$ cat src/hw/rtl/rmfh_pkg.sv
package rmfh_pkg;

  localparam int QUEUE_DEPTH_DEF  = 16;
  localparam int TASK_ID_BITS_DEF = 8;

  // Fixed field widths of the channels
  localparam int OpW     = 2;
  localparam int TaskW   = 8;
  localparam int CountW  = 8;
  localparam int StatusW = 3;

  localparam logic [CountW-1:0] COUNT_MAX = '1;

  typedef enum logic [OpW-1:0] {
    OP_LOCK   = 2'd0,
    OP_TRY    = 2'd1,
    OP_UNLOCK = 2'd2
  } op_t;

  typedef enum logic [StatusW-1:0] {
    ST_GRANTED  = 3'd0,
    ST_QUEUED   = 3'd1,
    ST_BUSY     = 3'd2,
    ST_RELEASED = 3'd3,
    ST_HANDOFF  = 3'd4,
    ST_HELD     = 3'd5,
    ST_ERROR    = 3'd6
  } status_t;

  typedef enum logic {
    FSM_IDLE,
    FSM_EXEC
  } fsm_t;

  typedef struct packed {
    logic [OpW-1:0]   operation;
    logic [TaskW-1:0] task_id;
  } in_item_t;

  typedef struct packed {
    status_t           status;
    logic              owner_valid;
    logic [TaskW-1:0]  holder_task;
    logic [TaskW-1:0]  woken_task;
    logic [CountW-1:0] hold_count;
  } out_item_t;

  typedef struct packed {
    logic recursive_mode;
  } cfg_item_t;

endpackage

$ cat src/hw/rtl/rmfh_if.sv
interface rmfh_in_if;
  import rmfh_pkg::*;
  logic     valid;
  logic     ready;
  in_item_t data;
  modport source (output valid, output data, input ready);
  modport sink   (input valid, input data, output ready);
endinterface

interface rmfh_out_if;
  import rmfh_pkg::*;
  logic      valid;
  logic      ready;
  out_item_t data;
  modport source (output valid, output data, input ready);
  modport sink   (input valid, input data, output ready);
endinterface

interface rmfh_cfg_if;
  import rmfh_pkg::*;
  logic      valid;
  logic      ready;
  cfg_item_t data;
  modport source (output valid, output data, input ready);
  modport sink   (input valid, input data, output ready);
endinterface

$ cat src/hw/rtl/recursive_mutex_with_fifo_handoff_top.sv
// Channel    Dir  Payload                                               Handshake
// in_chan    in   operation, task_id                                    valid/ready
// out_chan   out  status, owner_valid, holder_task, woken_task,         valid/ready
//                 hold_count
// cfg_chan   in   recursive_mode                                        valid/ready
//
// Each request runs in order: the accept edge issues the wait queue
// memory read at the head pointer; the decision edge, taken once the output
// register is free, decides with that read data and writes back owner,
// count, pointers and the queue tail entry. Reset (rst_n, synchronous,
// active low) clears the lock state and the queue pointers at once; the
// queue memory is not cleared, no clearing pass. The result waits in an
// output register; a new request is accepted while it waits, and its decision holds until the output register is free.
module recursive_mutex_with_fifo_handoff_top #(
  parameter int QUEUE_DEPTH  = rmfh_pkg::QUEUE_DEPTH_DEF,
  parameter int TASK_ID_BITS = rmfh_pkg::TASK_ID_BITS_DEF
) (
  input logic        clk,
  input logic        rst_n,
  rmfh_in_if.sink    in_chan,
  rmfh_out_if.source out_chan,
  rmfh_cfg_if.sink   cfg_chan
);
  import rmfh_pkg::*;

  // Only the low id bits matter: TASK_ID_BITS of them, at most the 8-bit field
  localparam int IdW   = (TASK_ID_BITS < TaskW) ? TASK_ID_BITS : TaskW;
  localparam int PtrW  = (QUEUE_DEPTH > 1) ? $clog2(QUEUE_DEPTH) : 1;
  localparam int FillW = $clog2(QUEUE_DEPTH + 1);

  localparam logic [PtrW-1:0]  PtrLast = PtrW'(QUEUE_DEPTH - 1);
  localparam logic [FillW-1:0] FillMax = FillW'(QUEUE_DEPTH);

  // Configuration
  logic rec_mode_r;

  // Lock state
  logic              has_owner_r, has_owner_nxt;
  logic [IdW-1:0]    owner_r, owner_nxt;
  logic [CountW-1:0] count_r, count_nxt;
  logic [PtrW-1:0]   head_r, head_nxt;
  logic [PtrW-1:0]   tail_r, tail_nxt;
  logic [FillW-1:0]  fill_r, fill_nxt;

  // Request held for the decision cycle
  logic [OpW-1:0] op_r;
  logic [IdW-1:0] who_r;

  // Wait queue memory and its registered head read
  logic [IdW-1:0] queue_mem [QUEUE_DEPTH];
  logic [IdW-1:0] head_data_r;
  logic           mem_we;

  // Sequencer
  fsm_t state_r, state_nxt;
  logic in_fire;
  logic out_free;
  logic exec_fire;

  // Output register
  logic      out_valid_r;
  out_item_t out_r, out_nxt;

  status_t           status;
  logic [IdW-1:0]    woken;

  function automatic logic [PtrW-1:0] next_slot(input logic [PtrW-1:0] p);
    return (p == PtrLast) ? '0 : p + 1'b1;
  endfunction

  assign cfg_chan.ready = 1'b1;

  always_ff @(posedge clk) begin
    if (!rst_n) begin
      rec_mode_r <= 1'b0;
    end else if (cfg_chan.valid) begin
      rec_mode_r <= cfg_chan.data.recursive_mode;
    end
  end

  assign in_fire  = in_chan.valid && in_chan.ready;
  assign out_free = !out_valid_r || out_chan.ready;

  // Next state
  always_comb begin
    state_nxt = state_r;
    unique case (state_r)
      FSM_IDLE: if (in_fire) state_nxt = FSM_EXEC;
      FSM_EXEC: if (out_free) state_nxt = FSM_IDLE;
      default:  state_nxt = FSM_IDLE;
    endcase
  end

  // Sequencer outputs
  always_comb begin
    in_chan.ready = 1'b0;
    exec_fire     = 1'b0;
    unique case (state_r)
      FSM_IDLE: in_chan.ready = 1'b1;
      FSM_EXEC: exec_fire = out_free;
      default:  in_chan.ready = 1'b0;
    endcase
  end

  always_ff @(posedge clk) begin
    if (!rst_n) begin
      state_r <= FSM_IDLE;
    end else begin
      state_r <= state_nxt;
    end
  end

  // Capture the request and read the queue head on accept
  always_ff @(posedge clk) begin
    if (in_fire) begin
      op_r        <= in_chan.data.operation;
      who_r       <= in_chan.data.task_id[IdW-1:0];
      head_data_r <= queue_mem[head_r];
    end
  end

  always_ff @(posedge clk) begin
    if (mem_we) begin
      queue_mem[tail_r] <= who_r;
    end
  end

  // Decide the request against the lock state
  always_comb begin
    has_owner_nxt = has_owner_r;
    owner_nxt     = owner_r;
    count_nxt     = count_r;
    head_nxt      = head_r;
    tail_nxt      = tail_r;
    fill_nxt      = fill_r;
    woken         = '0;
    mem_we        = 1'b0;
    status        = ST_ERROR;

    unique case (op_r)
      OP_LOCK, OP_TRY: begin
        if (!has_owner_r) begin
          has_owner_nxt = 1'b1;
          owner_nxt     = who_r;
          count_nxt     = CountW'(1);
          status        = ST_GRANTED;
        end else if (owner_r == who_r) begin
          // Owner asks again: nest in recursive mode below COUNT_MAX, else error (self-deadlock) or busy
          if (!rec_mode_r) begin
            status = (op_r == OP_LOCK) ? ST_ERROR : ST_BUSY;
          end else if (count_r == COUNT_MAX) begin
            status = ST_ERROR;
          end else begin
            count_nxt = count_r + 1'b1;
            status    = ST_GRANTED;
          end
        end else if (op_r == OP_TRY) begin
          status = ST_BUSY;
        end else if (fill_r == FillMax) begin
          status = ST_ERROR;
        end else begin
          mem_we   = exec_fire;
          tail_nxt = next_slot(tail_r);
          fill_nxt = fill_r + 1'b1;
          status   = ST_QUEUED;
        end
      end
      OP_UNLOCK: begin
        if (!has_owner_r || owner_r != who_r) begin
          status = ST_ERROR;
        end else if (rec_mode_r && count_r > CountW'(1)) begin
          count_nxt = count_r - 1'b1;
          status    = ST_HELD;
        end else if (fill_r != '0) begin
          // Final unlock with waiters: hand the lock to the head waiter
          owner_nxt = head_data_r;
          head_nxt  = next_slot(head_r);
          fill_nxt  = fill_r - 1'b1;
          count_nxt = CountW'(1);
          woken     = head_data_r;
          status    = ST_HANDOFF;
        end else begin
          has_owner_nxt = 1'b0;
          owner_nxt     = '0;
          count_nxt     = '0;
          status        = ST_RELEASED;
        end
      end
      default: status = ST_ERROR;
    endcase

    out_nxt.status      = status;
    out_nxt.owner_valid = has_owner_nxt;
    out_nxt.holder_task = TaskW'(owner_nxt);
    out_nxt.woken_task  = TaskW'(woken);
    out_nxt.hold_count  = count_nxt;
  end

  // Write back the lock state
  always_ff @(posedge clk) begin
    if (!rst_n) begin
      has_owner_r <= 1'b0;
      owner_r     <= '0;
      count_r     <= '0;
      head_r      <= '0;
      tail_r      <= '0;
      fill_r      <= '0;
    end else if (exec_fire) begin
      has_owner_r <= has_owner_nxt;
      owner_r     <= owner_nxt;
      count_r     <= count_nxt;
      head_r      <= head_nxt;
      tail_r      <= tail_nxt;
      fill_r      <= fill_nxt;
    end
  end

  // Output register: load on decision, drop on transaction
  always_ff @(posedge clk) begin
    if (!rst_n) begin
      out_valid_r <= 1'b0;
    end else if (exec_fire) begin
      out_valid_r <= 1'b1;
    end else if (out_chan.ready) begin
      out_valid_r <= 1'b0;
    end
  end

  always_ff @(posedge clk) begin
    if (exec_fire) begin
      out_r <= out_nxt;
    end
  end

  assign out_chan.valid = out_valid_r;
  assign out_chan.data  = out_r;

endmodule
$ cat src/flat_wrapper.sv
// flat-port wrapper written by rule: the top's interface ports become plain ports
module recursive_mutex_with_fifo_handoff_top_flat import rmfh_pkg::*;
#(
  parameter int QUEUE_DEPTH  = rmfh_pkg::QUEUE_DEPTH_DEF,
  parameter int TASK_ID_BITS = rmfh_pkg::TASK_ID_BITS_DEF
)
  (clk, rst_n, in_chan_valid, in_chan_data, in_chan_ready, out_chan_valid, out_chan_data, out_chan_ready, cfg_chan_valid, cfg_chan_data, cfg_chan_ready);
  rmfh_in_if in_chan_i ();
  rmfh_out_if out_chan_i ();
  rmfh_cfg_if cfg_chan_i ();
  input logic clk;
  input logic rst_n;
  input wire logic [$bits(in_chan_i.valid)-1:0] in_chan_valid;
  input wire logic [$bits(in_chan_i.data)-1:0] in_chan_data;
  output wire logic [$bits(in_chan_i.ready)-1:0] in_chan_ready;
  output wire logic [$bits(out_chan_i.valid)-1:0] out_chan_valid;
  output wire logic [$bits(out_chan_i.data)-1:0] out_chan_data;
  input wire logic [$bits(out_chan_i.ready)-1:0] out_chan_ready;
  input wire logic [$bits(cfg_chan_i.valid)-1:0] cfg_chan_valid;
  input wire logic [$bits(cfg_chan_i.data)-1:0] cfg_chan_data;
  output wire logic [$bits(cfg_chan_i.ready)-1:0] cfg_chan_ready;
  assign in_chan_i.valid = in_chan_valid;
  assign in_chan_i.data = in_chan_data;
  assign in_chan_ready = in_chan_i.ready;
  assign out_chan_valid = out_chan_i.valid;
  assign out_chan_data = out_chan_i.data;
  assign out_chan_i.ready = out_chan_ready;
  assign cfg_chan_i.valid = cfg_chan_valid;
  assign cfg_chan_i.data = cfg_chan_data;
  assign cfg_chan_ready = cfg_chan_i.ready;
  recursive_mutex_with_fifo_handoff_top #(.QUEUE_DEPTH(QUEUE_DEPTH), .TASK_ID_BITS(TASK_ID_BITS)) u_core (.clk(clk), .rst_n(rst_n), .in_chan(in_chan_i), .out_chan(out_chan_i), .cfg_chan(cfg_chan_i));
endmodule
$ cat config.mk
export PLATFORM = sky130hd
export DESIGN_NAME = recursive_mutex_with_fifo_handoff_top_flat
export DESIGN_NICKNAME = d
export VERILOG_FILES = /design/src/hw/rtl/rmfh_pkg.sv /design/src/hw/rtl/rmfh_if.sv /design/src/hw/rtl/recursive_mutex_with_fifo_handoff_top.sv /design/src/flat_wrapper.sv
export SDC_FILE = /design/constraint.sdc
export NUM_CORES = 1
export LEC_CHECK = 0
export BUFFER_PORTS_ARGS = -buffer_cell sky130_fd_sc_hd__buf_2
export CORE_MARGIN = 1.5
export CORE_UTILIZATION = 30
export DETAILED_ROUTE_END_ITERATION = 8
export PLACE_DENSITY_LB_ADDON = 0.12
export SYNTH_ARGS = -nofsm -noshare
export SYNTH_HDL_FRONTEND = slang
export SYNTH_SLANG_ARGS = --single-unit
$ cat constraint.sdc
create_clock -name clk -period 4.3 [get_ports clk]
set_input_delay 0.86 -clock clk [delete_from_list [all_inputs] [get_ports clk]]
set_output_delay 0.86 -clock clk [all_outputs]
set_load 0.01 [all_outputs]
==> run summary, run 1 <==
==============================================================================
Height of the die                                                  175 microns
Die span in x                                                      175 microns
Average via count per standard cell                                       5.12
Run status                                                        complete, no violations
MaxCap Viol Count                                                            0
Fraction of registers with async set or reset after synthesis               0%
FMAX                                                                   322 MHz
Starting DRC count in detailed routing                                     482
Critical path class                                                 reg -> reg
Worst-case clock skew                                               0.00861 ns
Area contributors post-synth                                      sky130_fd_sc_hd__edfxtp_1, sky130_fd_sc_hd__mux4_2, sky130_fd_sc_hd__dfxtp_1, sky130_fd_sc_hd__nand2_1, sky130_fd_sc_hd__ha_1
Max VDD drop                                                          0.233 mV
Setup slack on the worst flop-to-flop path                             1.20 ns
Leading cell type in the layout, fill and taps excluded           sky130_fd_sc_hd__edfxtp_1
Slowest stage cell, crit path                                     sky130_fd_sc_hd__edfxtp_1
Worst min path class                                                reg -> reg
Fin. max-slew vios                                                           0
Effective utilization at floorplan                                       30.7%
Post-Synthesis Cells                                                       592
Post-cts sizing count                                                        0
Share of the yosys chip area belonging to registers                      66.2%
Number of warnings issued by yosys                                           0
DRT Wirelength                                                    22,400 microns
Arrival @ worst endpoint                                               3.25 ns
R2R depth                                                                    5
Reg clk slew, reported paths                                           0.06 ns
Worst Path Required                                                    4.45 ns
Wire length of the first global-routing pass                      34,300 microns
Clock buffers created by TritonCTS                                          25
Static leakage                                                         3.45 nW
Worst setup slack before clock tree synthesis                          1.10 ns
Final core area utilization                                              35.6%
Detailed placement HPWL                                           14,600 microns
Most used DFF post-synth                                          sky130_fd_sc_hd__edfxtp_1
Final period utilization                                                 72.1%
Chain of cells forming the critical path                          inv_1 > nand2_1 > a2111oi_2 > buf_4 > and3_1
Capture instance of the worst register-to-register path           u_core.queue_mem[13][5]$_DFFE_PP_
Largest delay contributor family on the critical path             simple AND/OR/NAND/NOR gates
Yosys reg bits                                                             207
Sum of buffers and inverters on the critical path                            2
Number of iterations in the first detailed-routing pass                      4
Core ar.                                                          0.0289 sq mm
Placement Rows                                                              62
Final Instance Area                                               0.0103 sq mm
Mapped cell area                                                  0.00889 sq mm
Total nets after synthesis                                                 620
Initial antenna violation count                                              0
Min cycle time layout                                                  3.10 ns
Final Hold Fails                                                             0
Number of antenna cells inserted                                             0
Worst-skew pair later-pin latency                                      0.51 ns
Total Die Area                                                    0.0307 sq mm
Clock Tree Buf Depth                                                         3
Critical path launch point type                                      flip-flop
Aggregate negative setup slack                                            0 ns
Measured slew at the worst slew-check pin                              1.24 ns
Average cell area after synthesis                                   15.0 sq um
Vias post-DR                                                             5,356
Number of distinct library cells after synthesis                            64
Maximum fanout along the worst path                                         21
# DRC                                                                        0
Post-CTS setup-driven buffer insertion count                                 0
Number of global-route vias before repair                                5,385
Number of filler instances in the final layout                           2,789
R2R Path Start                                                    u_core.op_r[1]$_DFFE_PP_
Overflow left after global routing                                           0
Nets@finish                                                                672
Post-route antenna net violation count                                       0
Pin count of the biggest net entering global routing                        34
Relative slew slack                                                      17.6%
Proportion of layout cells with a drive suffix above 1                   21.9%
Slowest Stage Delay on Critical Path                                   0.70 ns
Level count of the clock H-tree                                              1
Hold buffer count at cts                                                     0
Critical path endpoint category                                      flip-flop
Detail-routed net length per standard cell                        21.4 microns
PD cells                                                           424 mW/mm^2
Port Buf Inserts                                                            45
Origin of the worst min-delay path                                u_core.fill_r[3]$_SDFFE_PN0P_
Last weighted congestion value of the routability-driven placer          0.867
PnR worst setup slack                                                  1.20 ns
RSZ-0062 raised after global routing                                        no
Clock tree from TritonCTS                                                  yes
Number of enable-type register cells in the synthesized netlist            174
Number of clock sinks seen by CTS                                          207
Area share of the leading cell type in the synthesized netlist           58.8%
Placement-stage cell area                                         0.00958 sq mm
Overall Global Routing Usage                                             14.8%
Area growth from synthesis to layout                                     16.0%
Min-Delay Endpoint                                                u_core.fill_r[3]$_SDFFE_PN0P_
Cell type contributing the most total cell area after synthesis   sky130_fd_sc_hd__edfxtp_1
Number of ports placed on the die boundary                                  47
Root buffer selected by CTS                                       sky130_fd_sc_hd__clkbuf_16
Hold Path Cell Cnt                                                           2
Final setup violation count                                                  0
Most frequent cells in the layout                                 sky130_fd_sc_hd__edfxtp_1, sky130_fd_sc_hd__buf_2, sky130_fd_sc_hd__nand2_1, sky130_fd_sc_hd__mux4_2, sky130_fd_sc_hd__nor2_1
==============================================================================
report_power, final:
group          internal, W  switching (W)  total (W)
logic            0.0000628       0.000139   0.000201
registers          0.00222      0.0000350    0.00225
clock network      0.00112       0.000799    0.00192
total              0.00340       0.000972    0.00437
tightest hold or removal path, cell delays in order (launching register included):
cell	delay, ns
sky130_fd_sc_hd__dfxtp_1	0.32
sky130_fd_sc_hd__nand2_1	0.06
sky130_fd_sc_hd__o21ai_1	0.05
Yosys cell counts, types with 4 or more instances:
| cell type | number |
|---|---|
| sky130_fd_sc_hd__nand2_1 | 42 |
| sky130_fd_sc_hd__o21ai_0 | 16 |
| sky130_fd_sc_hd__nand3_1 | 16 |
| sky130_fd_sc_hd__o2bb2ai_1 | 8 |
| sky130_fd_sc_hd__edfxtp_1 | 174 |
| sky130_fd_sc_hd__nand4_1 | 8 |
| sky130_fd_sc_hd__mux4_2 | 40 |
| sky130_fd_sc_hd__dfxtp_1 | 33 |
| sky130_fd_sc_hd__nor2b_1 | 4 |
| sky130_fd_sc_hd__ha_1 | 11 |
| sky130_fd_sc_hd__a21oi_1 | 19 |
| sky130_fd_sc_hd__and3_1 | 20 |
| sky130_fd_sc_hd__clkbuf_1 | 28 |
| sky130_fd_sc_hd__xnor2_1 | 13 |
| sky130_fd_sc_hd__a21o_1 | 4 |
| sky130_fd_sc_hd__mux2i_1 | 5 |
| sky130_fd_sc_hd__buf_1 | 4 |
| sky130_fd_sc_hd__nor3_1 | 8 |
| sky130_fd_sc_hd__a22oi_1 | 10 |
| sky130_fd_sc_hd__nor2_1 | 36 |
| sky130_fd_sc_hd__inv_1 | 15 |
| sky130_fd_sc_hd__o21a_1 | 5 |
| sky130_fd_sc_hd__a31oi_1 | 5 |
| sky130_fd_sc_hd__a211oi_1 | 4 |
| sky130_fd_sc_hd__and4_1 | 4 |
| sky130_fd_sc_hd__and2_1 | 9 |
worst max path at each step:
stage,startpoint,endpoint,cells after the start
finish,u_core.op_r[1]$_DFFE_PP_,u_core.queue_mem[13][5]$_DFFE_PP_,5
global route,u_core.op_r[1]$_DFFE_PP_,u_core.owner_r[3]$_SDFFE_PN0P_,6
CTS,u_core.op_r[1]$_DFFE_PP_,u_core.queue_mem[13][2]$_DFFE_PP_,5
detailed placement,out_chan_ready,u_core.queue_mem[13][2]$_DFFE_PP_,6
global placement,out_chan_ready,u_core.queue_mem[5][1]$_DFFE_PP_,6
floorplan,u_core.who_r[0]$_DFFE_PP_,u_core.queue_mem[3][0]$_DFFE_PP_,7
kinds of logic after synthesis:
kind of cell	share of synthesized area [%]
AO/OA/AOI/OAI	7.84
XOR/XNOR	1.48
adder cells (fa/ha/maj)	1.77
buffers and inverters	2.13
flip-flops	66.2
multiplexers	11.1
other	0.0422
AND/OR/NAND/NOR	9.43
registers in the layout, indices dropped and copies added, names as in the netlist, 2 cells and up:
| signal | flops |
|---|---|
| u_core.queue_mem | 128 |
| u_core.out_chan.data | 28 |
| u_core.count_r | 8 |
| u_core.head_data_r | 8 |
| u_core.owner_r | 8 |
| u_core.who_r | 8 |
| u_core.fill_r | 5 |
| u_core.head_r | 4 |
| u_core.tail_r | 4 |
| u_core.op_r | 2 |
metrics by stage:
| step | cells | power, W | hold slack [ns] |
|---|---|---|---|
| 2_1_floorplan | 592 | 0.00240 | 0.445 |
| 5_1_grt | 1046 | 0.00453 | 0.504 |
| 4_1_cts | 1046 | 0.00443 | 0.477 |
| 3_5_place_dp | 1001 | 0.00250 | 0.469 |
| 3_3_place_gp | 1001 | 0.00250 | 0.461 |
| 6_report | 1046 | 0.00437 | 0.476 |
area by class of cell:
type | count | area [sq um] | share of cell area [%]
clock buffer | 30 | 644 | 6.25
clock inverter | 15 | 93.8 | 0.910
inverter | 15 | 56.3 | 0.546
multi-input combinational | 336 | 2820 | 27.4
sequential | 207 | 5890 | 57.1
tap | 384 | 480 | 4.66
timing repair buffer | 59 | 330 | 3.20
routing by layer:
layer / vias to the layer above / track usage (%) / share of wire [%]
met5: - / 0 / 0
li1: 2431 / - / -
met3: 29 / 2.20 / 4.3
met1: 2745 / 20.8 / 47
met4: 0 / 4.13 / 2.2
met2: 151 / 23.9 / 47
Power figures use the tool's default switching activity.
==> inputs of run 2 (changes only) <==
- clock period: 4.3 -> 3.2 ns (I/O delays scaled with it)
==> run summary, run 2 (same netlist as run 1, synthesis figures left out) <==
==============================================================================
Run status                                                        complete, no violations
Largest delay contributor family on the critical path             simple AND/OR/NAND/NOR gates
Sum of buffers and inverters on the critical path                            0
Slowest Stage Delay on Critical Path                                   0.60 ns
Number of clock sinks seen by CTS                                          207
Aggregate negative setup slack                                            0 ns
Average via count per standard cell                                       4.99
Total Die Area                                                    0.0307 sq mm
Overflow left after global routing                                           0
Initial antenna violation count                                              0
Number of filler instances in the final layout                           2,727
Arrival @ worst endpoint                                               3.12 ns
Vias post-DR                                                             5,419
Reg clk slew, reported paths                                           0.06 ns
Hold buffer count at cts                                                     0
FMAX                                                                   373 MHz
Final period utilization                                                 83.8%
Height of the die                                                  175 microns
Overall Global Routing Usage                                             14.5%
Post-cts sizing count                                                        0
Worst-skew pair later-pin latency                                      0.51 ns
Detailed placement HPWL                                           15,000 microns
Area growth from synthesis to layout                                     20.2%
Measured slew at the worst slew-check pin                             0.852 ns
Clock buffers created by TritonCTS                                          25
Fin. max-slew vios                                                           0
DRT Wirelength                                                    21,900 microns
Final Hold Fails                                                             0
Leading cell type in the layout, fill and taps excluded           sky130_fd_sc_hd__edfxtp_1
Placement-stage cell area                                         0.00987 sq mm
Relative slew slack                                                      43.1%
Placement Rows                                                              62
Post-CTS setup-driven buffer insertion count                                 0
Port Buf Inserts                                                            45
Maximum fanout along the worst path                                         11
Clock tree from TritonCTS                                                  yes
Starting DRC count in detailed routing                                     543
Number of flip-flops under the largest register name                       128
PD cells                                                           569 mW/mm^2
Effective utilization at floorplan                                       30.7%
MaxCap Viol Count                                                            0
Static leakage                                                         3.70 nW
Top register by number of flip-flops                              u_core.queue_mem
Wire length of the first global-routing pass                      33,800 microns
Post-route antenna net violation count                                       0
Slowest stage cell, crit path                                     sky130_fd_sc_hd__or4_4
Nets@finish                                                                711
RSZ-0062 raised after global routing                                        no
Final Instance Area                                               0.0107 sq mm
Core ar.                                                          0.0289 sq mm
Critical path launch point type                                      flip-flop
Total power consumption of the routed design                         0.00608 W
Number of ports placed on the die boundary                                  47
Final setup violation count                                                  0
Proportion of layout cells with a drive suffix above 1                   27.7%
Root buffer selected by CTS                                       sky130_fd_sc_hd__clkbuf_16
Worst Path Required                                                    3.64 ns
Critical path endpoint category                                      flip-flop
Number of iterations in the first detailed-routing pass                      7
Most frequent cells in the layout                                 sky130_fd_sc_hd__edfxtp_1, sky130_fd_sc_hd__buf_4, sky130_fd_sc_hd__buf_2, sky130_fd_sc_hd__nand2_1, sky130_fd_sc_hd__mux4_2
Worst min path class                                                 in -> reg
Clock Tree Buf Depth                                                         3
Pin count of the biggest net entering global routing                        36
Chain of cells forming the critical path                          or4_4 > o41a_4 > nor4_2 > nand3_2 > a311o_1 > a21oi_1
Detail-routed net length per standard cell                        20.2 microns
Max VDD drop                                                          0.311 mV
Worst-case clock skew                                               0.00880 ns
Last weighted congestion value of the routability-driven placer          0.824
Die span in x                                                      175 microns
Min cycle time layout                                                  2.68 ns
Number of global-route vias before repair                                5,593
# DRC                                                                        0
Critical path class                                                 reg -> reg
Level count of the clock H-tree                                              1
==============================================================================
run 2: path summary, 6_finish.rpt:
| kind | startpoint | depth (start not counted) | slack [ns] | to |
|---|---|---|---|---|
| worst max-delay path | u_core.count_r[5]$_SDFFE_PN0P_ | 6 | 0.52 | u_core.head_r[0]$_SDFFE_PN0P_ |
| worst min-delay path | in_chan_data[1] | 1 | 0.30 | u_core.who_r[1]$_DFFE_PP_ |
| worst max register to register | u_core.count_r[5]$_SDFFE_PN0P_ | 6 | 0.52 | u_core.head_r[0]$_SDFFE_PN0P_ |
| worst min register to register | u_core.fill_r[3]$_SDFFE_PN0P_ | 2 | 0.48 | u_core.fill_r[3]$_SDFFE_PN0P_ |
run 2: layout make-up:
| class | instances | area (sq um) | share of cell area (%) |
|---|---|---|---|
| well taps | 384 | 480 | 4.50 |
| clock buffers | 28 | 647 | 6.05 |
| clock inverters | 17 | 169 | 1.58 |
| multi-input cells | 336 | 2820 | 26.4 |
| repair buffers | 98 | 623 | 5.83 |
| flip-flops and latches | 207 | 5890 | 55.1 |
| inverters | 15 | 56.3 | 0.527 |
| diodes | 1 | 2.50 | 0.0234 |
run 2: per-stage QoR:
step | utilization, % | hold WS, ns | setup slack, ns | std cells
after floorplan | - | 0.445 | 0.202 | 592
after global placement | 34.1 | 0.462 | 0.478 | 1040
after detailed placement | 34.1 | 0.479 | 0.487 | 1040
after CTS | 36.9 | 0.281 | 0.514 | 1085
after global routing | 36.9 | 0.286 | 0.321 | 1085
final | 36.9 | 0.304 | 0.519 | 1086
run 2: layer usage:
metal | vias to the layer above | share of wire, % | GRT usage, % | wire length, microns
met5 | - | 0 | 0 | 0
met3 | 37 | 4.2 | 2.20 | 922
li1 | 2510 | - | - | -
met2 | 139 | 47 | 24.0 | 10400
met4 | 0 | 2.3 | 3.99 | 499
met1 | 2733 | 46 | 19.9 | 10100
run 2: where the power goes:
| part | total [W] | switching, W | internal, W |
|---|---|---|---|
| logic | 0.000285 | 0.000189 | 0.0000959 |
| clock network | 0.00278 | 0.00108 | 0.00170 |
| registers | 0.00301 | 0.0000359 | 0.00298 |
| total | 0.00608 | 0.00131 | 0.00477 |
